--- config.mk ---
export PLATFORM = sky130hd
export DESIGN_NAME = bitmap_first_fit_allocator_unit
export DESIGN_NICKNAME = d
export VERILOG_FILES = /design/src/hdl/bffa_pkg.sv /design/src/hdl/bffa_div.sv /design/src/hdl/bffa_scan.sv /design/src/hdl/bffa_map.sv /design/src/hdl/bitmap_first_fit_allocator_unit.sv
export VERILOG_INCLUDE_DIRS = /design/src /design/src/hdl
export SDC_FILE = /design/constraint.sdc
export NUM_CORES = 2
export LEC_CHECK = 0
export BUFFER_PORTS_ARGS = -buffer_cell sky130_fd_sc_hd__buf_2
export CORE_MARGIN = 3
export CORE_UTILIZATION = 45
export DETAILED_ROUTE_END_ITERATION = 8
export SLEW_MARGIN = 0
export SYNTH_ARGS = -nofsm -noshare
export SYNTH_HDL_FRONTEND = slang
export SYNTH_HIERARCHICAL = 1
export SYNTH_SLANG_ARGS = --single-unit
--- constraint.sdc ---
create_clock -name clk -period 9.7 [get_ports clk]
set_input_delay 1.94 -clock clk [delete_from_list [all_inputs] [get_ports clk]]
set_output_delay 1.94 -clock clk [all_outputs]
set_load 0.01 [all_outputs]
--- src/hdl/bitmap_first_fit_allocator_unit_defines.svh ---
// Assertion macros for the bitmap first-fit allocator.
`ifndef BITMAP_FIRST_FIT_ALLOCATOR_UNIT_DEFINES_SVH
`define BITMAP_FIRST_FIT_ALLOCATOR_UNIT_DEFINES_SVH

`ifndef ASSERT_OFF
// Checked while out of reset.
`define BFFA_ASSERT(lbl, clk, rst_n, prop, msg) \
    lbl: assert property (@(posedge clk) disable iff (!rst_n) prop) else $error(msg);
// Checked at every edge, reset included.
`define BFFA_ASSERT_ALWAYS(lbl, clk, prop, msg) \
    lbl: assert property (@(posedge clk) prop) else $error(msg);
`else
`define BFFA_ASSERT(lbl, clk, rst_n, prop, msg)
`define BFFA_ASSERT_ALWAYS(lbl, clk, prop, msg)
`endif

`endif

--- src/hdl/bffa_pkg.sv ---
// Shared types, codes and helpers for the bitmap first-fit allocator.
package bffa_pkg;

    // Field widths
    localparam int UNIT_BYTES_W = 16;
    localparam int TOTAL_W      = 11;
    localparam int REQ_W        = 24;
    localparam int START_W      = 10;
    localparam int CNT_W        = 11;
    localparam int STATUS_W     = 2;

    // Config port
    localparam int CFG_IDX_W  = 1;
    localparam int CFG_DATA_W = 16;
    localparam logic [CFG_IDX_W-1:0] CFG_UNIT_BYTES  = 1'b0;
    localparam logic [CFG_IDX_W-1:0] CFG_TOTAL_UNITS = 1'b1;
    localparam logic [UNIT_BYTES_W-1:0] UNIT_BYTES_RST = 16'd1;
    localparam logic [TOTAL_W-1:0]      TOTAL_RST      = 11'd1024;

    // Operation and status codes
    localparam logic OP_ALLOC = 1'b0;
    localparam logic OP_FREE  = 1'b1;
    localparam logic [STATUS_W-1:0] ST_OK      = 2'd0;
    localparam logic [STATUS_W-1:0] ST_NOSPACE = 2'd1;
    localparam logic [STATUS_W-1:0] ST_BAD     = 2'd2;

    // Map geometry
    localparam int DEF_MAX_UNITS = 1024;
    localparam int LIM_MAX       = 2 ** TOTAL_W - 1;
    localparam int WORD_W        = 32;
    localparam int WORD_LW       = 5;

    // Divider geometry: rounded-up dividend is req + ub - 1
    localparam int DIV_DW = REQ_W + 1;

    // Result of checking one map word
    typedef struct packed {
        logic               hit_cross;  // run carried in from earlier words completes here
        logic               hit_in;     // run lies wholly inside this word
        logic [WORD_LW-1:0] hit_off;    // start bit of the in-word run
        logic               all_free;
        logic [WORD_LW:0]   top_free;   // free bits at the top end of the word
    } scan_res_t;

    // Mask with the lowest n bits set, n in 0..WORD_W
    function automatic logic [WORD_W-1:0] low_ones(input logic [WORD_LW:0] n);
        logic [WORD_W-1:0] r;
        if (n >= (WORD_LW + 1)'(WORD_W))
            r = '1;
        else
            r = (WORD_W'(1) << n) - WORD_W'(1);
        return r;
    endfunction

endpackage

--- src/hdl/bffa_div.sv ---
// Restoring divider, one quotient bit per cycle.
module bffa_div #(
    parameter int DW = 25,
    parameter int VW = 16
) (
    input  logic          clk,
    input  logic          rst_n,
    input  logic          start,
    input  logic [DW-1:0] dividend,
    input  logic [VW-1:0] divisor,
    output logic          done,
    output logic [DW-1:0] quotient
);
    localparam int CNTW = $clog2(DW + 1);

    logic            run_reg, run_next;
    logic            done_reg, done_next;
    logic [CNTW-1:0] cnt_reg, cnt_next;
    logic [VW-1:0]   rem_reg, rem_next;
    logic [DW-1:0]   quo_reg, quo_next;
    logic [VW-1:0]   dvs_reg, dvs_next;
    logic [VW:0]     shifted;
    logic [VW:0]     diff;
    logic            ge;

    // One shift-subtract step
    always_comb
    begin
        shifted   = {rem_reg, quo_reg[DW-1]};
        diff      = shifted - {1'b0, dvs_reg};
        ge        = shifted >= {1'b0, dvs_reg};
        run_next  = run_reg;
        done_next = 1'b0;
        cnt_next  = cnt_reg;
        rem_next  = rem_reg;
        quo_next  = quo_reg;
        dvs_next  = dvs_reg;
        if (start)
        begin
            run_next = 1'b1;
            cnt_next = '0;
            rem_next = '0;
            quo_next = dividend;
            dvs_next = divisor;
        end
        else if (run_reg)
        begin
            rem_next = ge ? diff[VW-1:0] : shifted[VW-1:0];
            quo_next = {quo_reg[DW-2:0], ge};
            cnt_next = cnt_reg + CNTW'(1);
            if (cnt_reg == CNTW'(DW - 1))
            begin
                run_next  = 1'b0;
                done_next = 1'b1;
            end
        end
    end

    always_ff @(posedge clk or negedge rst_n)
    begin
        if (!rst_n)
        begin
            run_reg  <= 1'b0;
            done_reg <= 1'b0;
            cnt_reg  <= '0;
        end
        else
        begin
            run_reg  <= run_next;
            done_reg <= done_next;
            cnt_reg  <= cnt_next;
        end
    end

    always_ff @(posedge clk)
    begin
        rem_reg <= rem_next;
        quo_reg <= quo_next;
        dvs_reg <= dvs_next;
    end

    assign done     = done_reg;
    assign quotient = quo_reg;

endmodule

--- src/hdl/bffa_scan.sv ---
// Checks one 32-bit map word for a free run of the needed length.
module bffa_scan (
    input  logic [bffa_pkg::WORD_W-1:0]  word,
    input  logic [bffa_pkg::WORD_LW:0]   avail,
    input  logic [bffa_pkg::TOTAL_W-1:0] need,
    input  logic [bffa_pkg::TOTAL_W-1:0] run_in,
    output bffa_pkg::scan_res_t          res
);
    import bffa_pkg::*;

    logic [WORD_W-1:0] used_m;
    logic [WORD_W-1:0] pw [0:WORD_LW];
    logic [WORD_W-1:0] acc;
    logic              started;
    logic              fits_word;
    logic [WORD_W-1:0] starts;
    logic [WORD_LW:0]  tz;
    logic [WORD_LW:0]  lz;
    logic [WORD_LW-1:0] off;

    always_comb
    begin
        // Units past the usable limit count as used
        used_m = word | ~low_ones(avail);

        // pw[k][i]: 2**k free bits starting at bit i
        pw[0] = ~used_m;
        for (int k = 0; k < WORD_LW; k++)
            pw[k+1] = pw[k] & (pw[k] >> (1 << k));

        // Chain windows by the binary digits of need
        acc     = '1;
        started = 1'b0;
        for (int k = 0; k <= WORD_LW; k++)
        begin
            if (need[k])
            begin
                acc     = started ? (pw[k] & (acc >> (1 << k))) : pw[k];
                started = 1'b1;
            end
        end
        fits_word = (need[TOTAL_W-1:WORD_LW+1] == '0) && (need != '0);
        starts    = fits_word ? acc : '0;

        // Lowest run start
        off = '0;
        for (int i = WORD_W - 1; i >= 0; i--)
            if (starts[i])
                off = WORD_LW'(i);

        // Free bits at the low end
        tz = (WORD_LW + 1)'(WORD_W);
        for (int i = WORD_W - 1; i >= 0; i--)
            if (used_m[i])
                tz = (WORD_LW + 1)'(i);

        // Free bits at the high end
        lz = (WORD_LW + 1)'(WORD_W);
        for (int i = 0; i < WORD_W; i++)
            if (used_m[i])
                lz = (WORD_LW + 1)'(WORD_W - 1 - i);

        res.hit_cross = (run_in != '0) &&
                        (((TOTAL_W + 1)'(run_in) + (TOTAL_W + 1)'(tz)) >=
                         (TOTAL_W + 1)'(need));
        res.hit_in    = starts != '0;
        res.hit_off   = off;
        res.all_free  = used_m == '0;
        res.top_free  = lz;
    end

endmodule

--- src/hdl/bffa_map.sv ---
// Usage bitmap storage: one word per row, row valid bits give the cleared state.
module bffa_map #(
    parameter int WORDS = 32,
    parameter int WA    = 5
) (
    input  logic                        clk,
    input  logic                        rst_n,
    input  logic                        rd_en,
    input  logic [WA-1:0]               rd_addr,
    output logic [bffa_pkg::WORD_W-1:0] rd_data,
    input  logic                        wr_en,
    input  logic [WA-1:0]               wr_addr,
    input  logic [bffa_pkg::WORD_W-1:0] wr_data
);
    import bffa_pkg::*;

    logic [WORD_W-1:0] mem_reg [0:WORDS-1];
    logic [WORDS-1:0]  valid_reg;
    logic              rd_valid_reg;
    logic [WORD_W-1:0] rd_word_reg;

    // Row valid bits: a row never written reads as all free
    always_ff @(posedge clk or negedge rst_n)
    begin
        if (!rst_n)
        begin
            valid_reg    <= '0;
            rd_valid_reg <= 1'b0;
        end
        else
        begin
            if (wr_en)
                valid_reg[wr_addr] <= 1'b1;
            if (rd_en)
                rd_valid_reg <= valid_reg[rd_addr];
        end
    end

    // Storage with registered read
    always_ff @(posedge clk)
    begin
        if (wr_en)
            mem_reg[wr_addr] <= wr_data;
        if (rd_en)
            rd_word_reg <= mem_reg[rd_addr];
    end

    assign rd_data = rd_valid_reg ? rd_word_reg : '0;

endmodule

--- src/hdl/bitmap_first_fit_allocator_unit.sv ---
// Bitmap first-fit allocator top level: sequencer, config registers, result registers.
//
// Channels: start/busy command input; an item is taken at an edge with start high and busy
// low. op 0 allocates request_bytes rounded up to whole units; op 1 frees free_units units
// from start_unit. Each item gives exactly one result beat, shown for one cycle with done
// high: status, granted_start, granted_units. The receiver cannot stall; busy stays high
// from the accept until the cycle of done, and the next item may be taken in that cycle.
// Config: cfg_write with cfg_index selects unit_bytes (0) or total_units (1); write only
// while idle.
// Sequence: a free rewrites each map word of its range (at most 32 words with 1024 units);
// a bad request touches no map word. An allocate first runs the bit-serial divide for the
// round-up, then reads and checks one 32-bit map word at a time from unit 0 (one shared
// word checker, one memory read port), then rewrites each word of the granted run.
// Reset: map reads as all free at once (row valid bits), unit_bytes 1, total_units 1024.
`include "bitmap_first_fit_allocator_unit_defines.svh"

module bitmap_first_fit_allocator_unit #(
    parameter int MAX_UNITS = bffa_pkg::DEF_MAX_UNITS
) (
    input  logic                            clk,
    input  logic                            rst_n,
    input  logic                            cfg_write,
    input  logic [bffa_pkg::CFG_IDX_W-1:0]  cfg_index,
    input  logic [bffa_pkg::CFG_DATA_W-1:0] cfg_data,
    input  logic                            start,
    output logic                            busy,
    input  logic                            op,
    input  logic [bffa_pkg::REQ_W-1:0]      request_bytes,
    input  logic [bffa_pkg::START_W-1:0]    start_unit,
    input  logic [bffa_pkg::CNT_W-1:0]      free_units,
    output logic                            done,
    output logic [bffa_pkg::STATUS_W-1:0]   status,
    output logic [bffa_pkg::START_W-1:0]    granted_start,
    output logic [bffa_pkg::CNT_W-1:0]      granted_units
);
    import bffa_pkg::*;

    // Geometry; units past LIM_MAX can never be usable
    localparam int STORE_UNITS = (MAX_UNITS < LIM_MAX + 1) ? MAX_UNITS : LIM_MAX + 1;
    localparam int WORDS       = (STORE_UNITS + WORD_W - 1) / WORD_W;
    localparam int WA          = (WORDS > 1) ? $clog2(WORDS) : 1;
    localparam int WC          = WA + 1;
    localparam int CW          = (WC + WORD_LW > TOTAL_W + 1) ? WC + WORD_LW : TOTAL_W + 1;
    localparam int LIM_CAP     = (MAX_UNITS < LIM_MAX) ? MAX_UNITS : LIM_MAX;

    // Sequencer states
    localparam logic [2:0] S_IDLE = 3'd0;
    localparam logic [2:0] S_CHK  = 3'd1;
    localparam logic [2:0] S_DIV  = 3'd2;
    localparam logic [2:0] S_SRD  = 3'd3;
    localparam logic [2:0] S_SEV  = 3'd4;
    localparam logic [2:0] S_MRD  = 3'd5;
    localparam logic [2:0] S_MWR  = 3'd6;

    logic [2:0]              state_reg, state_next;
    logic [UNIT_BYTES_W-1:0] unit_bytes_reg;
    logic [TOTAL_W-1:0]      total_units_reg;
    logic                    op_reg;
    logic [REQ_W-1:0]        req_reg;
    logic [START_W-1:0]      start_reg;
    logic [CNT_W-1:0]        cnt_reg;
    logic [TOTAL_W-1:0]      need_reg, need_next;
    logic [WC-1:0]           w_reg, w_next;
    logic [TOTAL_W-1:0]      run_reg, run_next;
    logic [TOTAL_W-1:0]      run_start_reg, run_start_next;
    logic [TOTAL_W-1:0]      lo_reg, lo_next;
    logic [TOTAL_W-1:0]      hi_reg, hi_next;
    logic                    set_reg, set_next;
    logic                    done_reg, done_next;
    logic [STATUS_W-1:0]     status_reg, status_next;
    logic [START_W-1:0]      gstart_reg, gstart_next;
    logic [CNT_W-1:0]        gunits_reg, gunits_next;

    logic [TOTAL_W-1:0]      lim;
    logic [UNIT_BYTES_W-1:0] ub_eff;
    logic [CW-1:0]           base_c;
    logic [CW-1:0]           lim_c;
    logic [CW-1:0]           lim_diff;
    logic [WORD_LW:0]        avail;
    logic [TOTAL_W-1:0]      base_u;
    logic [TOTAL_W:0]        free_end;
    logic [TOTAL_W-1:0]      found_start;
    logic [CW-1:0]           lo_d;
    logic [CW-1:0]           hi_d;
    logic [WORD_LW:0]        lo_off;
    logic [WORD_LW:0]        hi_off;
    logic [WORD_W-1:0]       range_mask;

    logic                    div_start;
    logic [DIV_DW-1:0]       div_dividend;
    logic                    div_done;
    logic [DIV_DW-1:0]       div_quo;

    logic                    rd_en;
    logic [WORD_W-1:0]       rd_data;
    logic                    wr_en;
    logic [WORD_W-1:0]       wr_data;
    scan_res_t               scan_res;

    logic                    ok_beat;
    logic                    grant_zero;

    // Usable total and unit size
    assign lim    = (total_units_reg > TOTAL_W'(LIM_CAP)) ? TOTAL_W'(LIM_CAP) : total_units_reg;
    assign ub_eff = (unit_bytes_reg == '0) ? UNIT_BYTES_W'(1) : unit_bytes_reg;

    // Current word position
    assign base_c   = CW'({w_reg, {WORD_LW{1'b0}}});
    assign base_u   = base_c[TOTAL_W-1:0];
    assign lim_c    = CW'(lim);
    assign lim_diff = lim_c - base_c;
    assign avail    = (lim_diff >= CW'(WORD_W)) ? (WORD_LW + 1)'(WORD_W) : lim_diff[WORD_LW:0];

    // Bits of [lo, hi) that fall into the current word
    always_comb
    begin
        lo_d       = CW'(lo_reg) - base_c;
        hi_d       = CW'(hi_reg) - base_c;
        lo_off     = (CW'(lo_reg) <= base_c) ? '0 : lo_d[WORD_LW:0];
        hi_off     = (hi_d >= CW'(WORD_W)) ? (WORD_LW + 1)'(WORD_W) : hi_d[WORD_LW:0];
        range_mask = low_ones(hi_off) & ~low_ones(lo_off);
    end

    assign free_end     = (TOTAL_W + 1)'(start_reg) + (TOTAL_W + 1)'(cnt_reg);
    assign found_start  = scan_res.hit_cross ? run_start_reg
                                             : base_u + TOTAL_W'(scan_res.hit_off);
    assign div_dividend = DIV_DW'(req_reg) + DIV_DW'(ub_eff) - DIV_DW'(1);
    assign wr_data      = set_reg ? (rd_data | range_mask) : (rd_data & ~range_mask);

    // Sequencer
    always_comb
    begin
        state_next     = state_reg;
        need_next      = need_reg;
        w_next         = w_reg;
        run_next       = run_reg;
        run_start_next = run_start_reg;
        lo_next        = lo_reg;
        hi_next        = hi_reg;
        set_next       = set_reg;
        done_next      = 1'b0;
        status_next    = status_reg;
        gstart_next    = gstart_reg;
        gunits_next    = gunits_reg;
        div_start      = 1'b0;
        rd_en          = 1'b0;
        wr_en          = 1'b0;
        case (state_reg)
            S_IDLE:
            begin
                if (start)
                    state_next = S_CHK;
            end
            S_CHK:
            begin
                if (op_reg == OP_ALLOC)
                begin
                    if (req_reg == '0)
                    begin
                        done_next   = 1'b1;
                        status_next = ST_BAD;
                        gstart_next = '0;
                        gunits_next = '0;
                        state_next  = S_IDLE;
                    end
                    else
                    begin
                        div_start  = 1'b1;
                        state_next = S_DIV;
                    end
                end
                else if ((cnt_reg == '0) || (free_end > (TOTAL_W + 1)'(lim)))
                begin
                    done_next   = 1'b1;
                    status_next = ST_BAD;
                    gstart_next = '0;
                    gunits_next = '0;
                    state_next  = S_IDLE;
                end
                else
                begin
                    lo_next    = TOTAL_W'(start_reg);
                    hi_next    = free_end[TOTAL_W-1:0];
                    w_next     = WC'(start_reg >> WORD_LW);
                    set_next   = 1'b0;
                    state_next = S_MRD;
                end
            end
            S_DIV:
            begin
                if (div_done)
                begin
                    if (div_quo > DIV_DW'(lim))
                    begin
                        done_next   = 1'b1;
                        status_next = ST_NOSPACE;
                        gstart_next = '0;
                        gunits_next = '0;
                        state_next  = S_IDLE;
                    end
                    else
                    begin
                        need_next      = div_quo[TOTAL_W-1:0];
                        w_next         = '0;
                        run_next       = '0;
                        run_start_next = '0;
                        state_next     = S_SRD;
                    end
                end
            end
            S_SRD:
            begin
                // Past the usable limit: no fitting run
                if (base_c >= lim_c)
                begin
                    done_next   = 1'b1;
                    status_next = ST_NOSPACE;
                    gstart_next = '0;
                    gunits_next = '0;
                    state_next  = S_IDLE;
                end
                else
                begin
                    rd_en      = 1'b1;
                    state_next = S_SEV;
                end
            end
            S_SEV:
            begin
                if (scan_res.hit_cross || scan_res.hit_in)
                begin
                    lo_next    = found_start;
                    hi_next    = found_start + need_reg;
                    w_next     = WC'(found_start >> WORD_LW);
                    set_next   = 1'b1;
                    state_next = S_MRD;
                end
                else
                begin
                    // Carry the free run at the top of the word into the next one
                    if (scan_res.all_free)
                    begin
                        if (run_reg == '0)
                            run_start_next = base_u;
                        run_next = run_reg + TOTAL_W'(WORD_W);
                    end
                    else
                    begin
                        run_next       = TOTAL_W'(scan_res.top_free);
                        run_start_next = base_u + TOTAL_W'(WORD_W) - TOTAL_W'(scan_res.top_free);
                    end
                    w_next     = w_reg + WC'(1);
                    state_next = S_SRD;
                end
            end
            S_MRD:
            begin
                rd_en      = 1'b1;
                state_next = S_MWR;
            end
            S_MWR:
            begin
                wr_en = 1'b1;
                if (CW'(hi_reg) > base_c + CW'(WORD_W))
                begin
                    w_next     = w_reg + WC'(1);
                    state_next = S_MRD;
                end
                else
                begin
                    done_next   = 1'b1;
                    status_next = ST_OK;
                    gstart_next = lo_reg[START_W-1:0];
                    gunits_next = CNT_W'(hi_reg - lo_reg);
                    state_next  = S_IDLE;
                end
            end
            default:
            begin
                state_next = S_IDLE;
            end
        endcase
    end

    // Control state and config registers
    always_ff @(posedge clk or negedge rst_n)
    begin
        if (!rst_n)
        begin
            state_reg       <= S_IDLE;
            done_reg        <= 1'b0;
            unit_bytes_reg  <= UNIT_BYTES_RST;
            total_units_reg <= TOTAL_RST;
        end
        else
        begin
            state_reg <= state_next;
            done_reg  <= done_next;
            if (cfg_write)
            begin
                case (cfg_index)
                    CFG_UNIT_BYTES:  unit_bytes_reg  <= cfg_data;
                    CFG_TOTAL_UNITS: total_units_reg <= cfg_data[TOTAL_W-1:0];
                    default:         ;
                endcase
            end
        end
    end

    // Item and working registers
    always_ff @(posedge clk)
    begin
        if ((state_reg == S_IDLE) && start)
        begin
            op_reg    <= op;
            req_reg   <= request_bytes;
            start_reg <= start_unit;
            cnt_reg   <= free_units;
        end
        need_reg      <= need_next;
        w_reg         <= w_next;
        run_reg       <= run_next;
        run_start_reg <= run_start_next;
        lo_reg        <= lo_next;
        hi_reg        <= hi_next;
        set_reg       <= set_next;
        status_reg    <= status_next;
        gstart_reg    <= gstart_next;
        gunits_reg    <= gunits_next;
    end

    // Round-up divider
    bffa_div #(
        .DW(DIV_DW),
        .VW(UNIT_BYTES_W)
    ) u_div (
        .clk      (clk),
        .rst_n    (rst_n),
        .start    (div_start),
        .dividend (div_dividend),
        .divisor  (ub_eff),
        .done     (div_done),
        .quotient (div_quo)
    );

    // Usage bitmap
    bffa_map #(
        .WORDS(WORDS),
        .WA   (WA)
    ) u_map (
        .clk     (clk),
        .rst_n   (rst_n),
        .rd_en   (rd_en),
        .rd_addr (w_reg[WA-1:0]),
        .rd_data (rd_data),
        .wr_en   (wr_en),
        .wr_addr (w_reg[WA-1:0]),
        .wr_data (wr_data)
    );

    // Shared word checker
    bffa_scan u_scan (
        .word   (rd_data),
        .avail  (avail),
        .need   (need_reg),
        .run_in (run_reg),
        .res    (scan_res)
    );

    assign busy          = state_reg != S_IDLE;
    assign done          = done_reg;
    assign status        = status_reg;
    assign granted_start = gstart_reg;
    assign granted_units = gunits_reg;

    // Result beat classes for the checks
    assign ok_beat    = done && (status == ST_OK);
    assign grant_zero = (granted_start == '0) && (granted_units == '0);

    // Checks
    `BFFA_ASSERT_ALWAYS(a_done_idle, clk, done |-> !busy, "result beat while busy")
    `BFFA_ASSERT(a_done_after_work, clk, rst_n, done |-> $past(busy), "result beat without work")
    `BFFA_ASSERT(a_fail_zero, clk, rst_n, (done && !ok_beat) |-> grant_zero, "failed beat with a grant")
    `BFFA_ASSERT(a_ok_units, clk, rst_n, ok_beat |-> (granted_units != '0), "ok beat with no units")

endmodule
==> summary.txt <==
Run status - finished, final reports clean
Layout Nets - 4671
Crit Path Category - flip-flop to flip-flop
Clock transition time at the flip-flop clock pins of the worst setup and hold paths - 0.06 ns
Ys flop type - sky130_fd_sc_hd__edfxtp_1
Most used standard cell by instance count after synthesis - sky130_fd_sc_hd__edfxtp_1
Final critical-path required period - 9.178 ns
Area fraction of the dominant cell type after synthesis - 58.87%
Sort of element at the end of the critical path - flip-flop
Num CTS Buffers - 141
Overflow left after global routing - 0
Logic gate share of total power - 39.4%
Most heavily used metal layer in global routing - met2
Clock latency on the worst-skew pair - 0.79 ns
Top post-synthesis cells by count - sky130_fd_sc_hd__edfxtp_1 (1228), sky130_fd_sc_hd__mux4_2 (320), sky130_fd_sc_hd__nor2_1 (271)
Share of final-layout standard cells stronger than drive strength 1 - 23.79%
Number of cells produced by synthesis - 4206
Number of violations of the max-capacitance limit - 0
Final hold violation count - 0
Met2 usage in global routing - 39.88%
Standard-cell rows - 136
Reg-to-reg slack, setup - 0.52 ns
Routed vias - 38890
Number of hold-repair buffers added at the cts stage - 0
Int Power - 14070 uW
Worst path required time - 10.24 ns
Crit Reg-Reg Startpoint - total_units_reg[10]$_DFFE_PN1P_
Worst Hold Slack - 0.4638 ns
Antenna Violating Nets Remaining - 0
Number of iterations in the first detailed-routing pass - 6
Number of fill cells - 11470
Worst-case vdd ir drop - 0.3572 mV
First-iteration detailed-routing DRC count - 4108
Global routing usage on met1 - 36.18%
Share of power burned in the clock network - 24.0%
Arrival @ worst endpoint - 9.71 ns
Largest net degree at the start of global routing - 115
Number of max-slew violations in the final report - 0
Fmax - 0.1090 GHz
Launching element of the worst setup path - total_units_reg[10]$_DFFE_PN1P_
Overall Global Routing Usage - 25.50%
Fraction of power consumed by sequential logic - 36.6%
Mapped Avg Cell Area - 14.89 sq um
Proportion of synthesized chip area in sequential cells - 62.22%
Post-synth top area cell - sky130_fd_sc_hd__edfxtp_1
Critical path startpoint category - flip-flop
Maximum single-stage delay on the critical path - 0.54 ns
PortBufs - 91
Wire length of the first global-routing pass - 266200 microns
Setup Skew - 0.05259 ns
Starting density of the core - 45.44%
Fraction of power spent switching nets - 35.42%
Number of antenna violations at the first check in global routing - 2
Final antenna diode count - 0
Post-DP HPWL - 116300 microns
Overall die area - 143700 sq um
Vias per Instance - 6.141
Kind of path behind the tightest hold check - flip-flop to flip-flop
Source of the worst hold timing path - u_map/valid_reg[4]$_DFFE_PN0P_
Netlist cell types - 113
Number of enable-type register cells in the synthesized netlist - 1228
Remaining DRCs - 0
Total Routed Length - 182700 microns
Average wire length per cell after detail routing - 28.86 microns
Mapped cell area - 62640 sq um
Area inside the core boundary - 137800 sq um
Largest register FFs - 1024
Number of global-route vias before repair - 38210
Clock sink count - 1315
Relative slew slack - 21.23%
Max H-tree Level - 4
Net load switching power - 7719 uW
Proportion of synthesized flip-flops having asynchronous set or reset - 5.399%
Die Y - 379.1 microns
Growth of design area from synthesis to finish - 13.28%
Root buffer cell - sky130_fd_sc_hd__clkbuf_16
Final total negative setup slack - 0 ns
Met3 usage in global routing - 4.755%
Max Buffers Root-to-Sink - 3
Final period util - 94.62%
Top post-synthesis cells by area - sky130_fd_sc_hd__edfxtp_1 (59%), sky130_fd_sc_hd__mux4_2 (12%), sky130_fd_sc_hd__ha_1 (3.4%)
Routability-driven placement congestion ratio - 0.9979
Worst-margin pin slew - 1.179 ns
Clock tree from TritonCTS - built
Setup-violating endpoint count in the final report - 0
Most numerous cell on the critical path - sky130_fd_sc_hd__a21oi_1
Chip width - 379.1 microns
Yosys warns - 6
Register bit count reported by yosys - 1315
Net Count, Synth - 4451
Standard cell with the maximum stage delay on the critical path - sky130_fd_sc_hd__or4b_4
Largest fanout of any net on the critical path - 8
Number of top-level design ports - 92
Cell area power density - 307.1 nW/um^2
Leakage dissipation - 0.02470 uW
[routing by layer]
layer	up-vias	wire length, microns	share of wire (%)
li1	16950	-	-
met1	20070	78930	43
met2	1589	84550	46
met3	281	13410	7.3
met4	2	5847	3.2
met5	-	9	0.0049
[power by group through the flow]
stage | clock (uW) | sequential, uW | combinational, uW
2_1_floorplan | 0 | 7960 | 5870
3_3_place_gp | 0 | 8080 | 8480
3_5_place_dp | 0 | 8080 | 8500
4_1_cts | 5350 | 7970 | 8530
5_1_grt | 5560 | 8020 | 9320
6_report | 5220 | 7970 | 8590
[cell type report]
| cell class | count | area [sq um] | share of cell area [%] |
|---|---|---|---|
| clock inverter | 72 | 738.2 | 1.040 |
| sequential | 1315 | 38970 | 54.93 |
| multi-input combinational | 2480 | 22400 | 31.57 |
| timing repair buffer | 290 | 2091 | 2.947 |
| tap | 1794 | 2245 | 3.164 |
| clock buffer | 184 | 3762 | 5.303 |
| inverter | 198 | 743.2 | 1.047 |
[final timing paths]
kind | end | cells after the start
max in group asynchronous | u_map/valid_reg[16]$_DFFE_PN0P_ | 1
worst min-delay path | u_map/valid_reg[4]$_DFFE_PN0P_ | 1
worst max-delay path | hi_reg[7]$_DFFE_PP_ | 49
worst min register to register | u_map/valid_reg[4]$_DFFE_PN0P_ | 1
worst max register to register | hi_reg[7]$_DFFE_PP_ | 49
min in group asynchronous | u_div/run_reg$_DFF_PN0_ | 1
[per-stage QoR]
step | utilization [%] | cell area (sq um) | std cells | power [uW] | setup WS, ns
floorplan | - | 62640 | 4206 | 13830 | 0.09960
global placement | 48.04 | 66210 | 6067 | 16560 | 0.09160
detailed placement | 48.04 | 66210 | 6067 | 16580 | 0.07938
CTS | 51.30 | 70710 | 6323 | 21850 | 0.04072
global route | 51.48 | 70950 | 6333 | 22900 | -0.06628
finish | 51.48 | 70950 | 6333 | 21790 | 0.5222
[placed cells by master (no fill, tap or decap), drive strengths merged, types with 34 or more instances in the layout]
cell type     n
and2         53
o21ai       157
inv         202
a31oi        35
ha          170
mux2i        52
mux4        320
nor2b        38
nand2b       41
or2          57
nand3        65
clkbuf      185
nor3         73
a21o         34
mux2        109
buf         289
dfrtp        69
nor2        272
nand2       235
nor4         35
a21oi       190
edfxtp     1228
xnor2        55
a211oi       34
clkinv       58
[what timing repair did]
| action | in CTS | in global routing |
|---|---|---|
| resized for setup | 0 | 48 |
| endpoints found under the setup margin | 0 | 55 |
| buffers inserted | 0 | 8 |
[logic make-up (layout without fill, tap and decap cells)]
group,count (synthesis),count (layout),share of synthesized area [%]
adder cells (fa/ha/maj),178,178,3.652
XOR/XNOR,88,88,1.231
flip-flops,1315,1315,62.22
AND/OR/NAND/NOR,1007,1007,8.064
multiplexers,481,481,14.32
buffers and inverters,411,744,2.703
AO/OA/AOI/OAI,726,726,7.805
[critical path, delay by kind of cell (launching register included)]
family	cells	cell delay [ns]
muxes	2	0.59
buffers and inverters	8	1.16
and+or+nand+nor	11	1.58
DFF	1	0.53
xor gates and xnor gates	2	0.17
adders and majority gates	4	1.26
AOI/OAI and AO/OA	22	3.62
No activity file was read; power rests on OpenSTA's default activity.
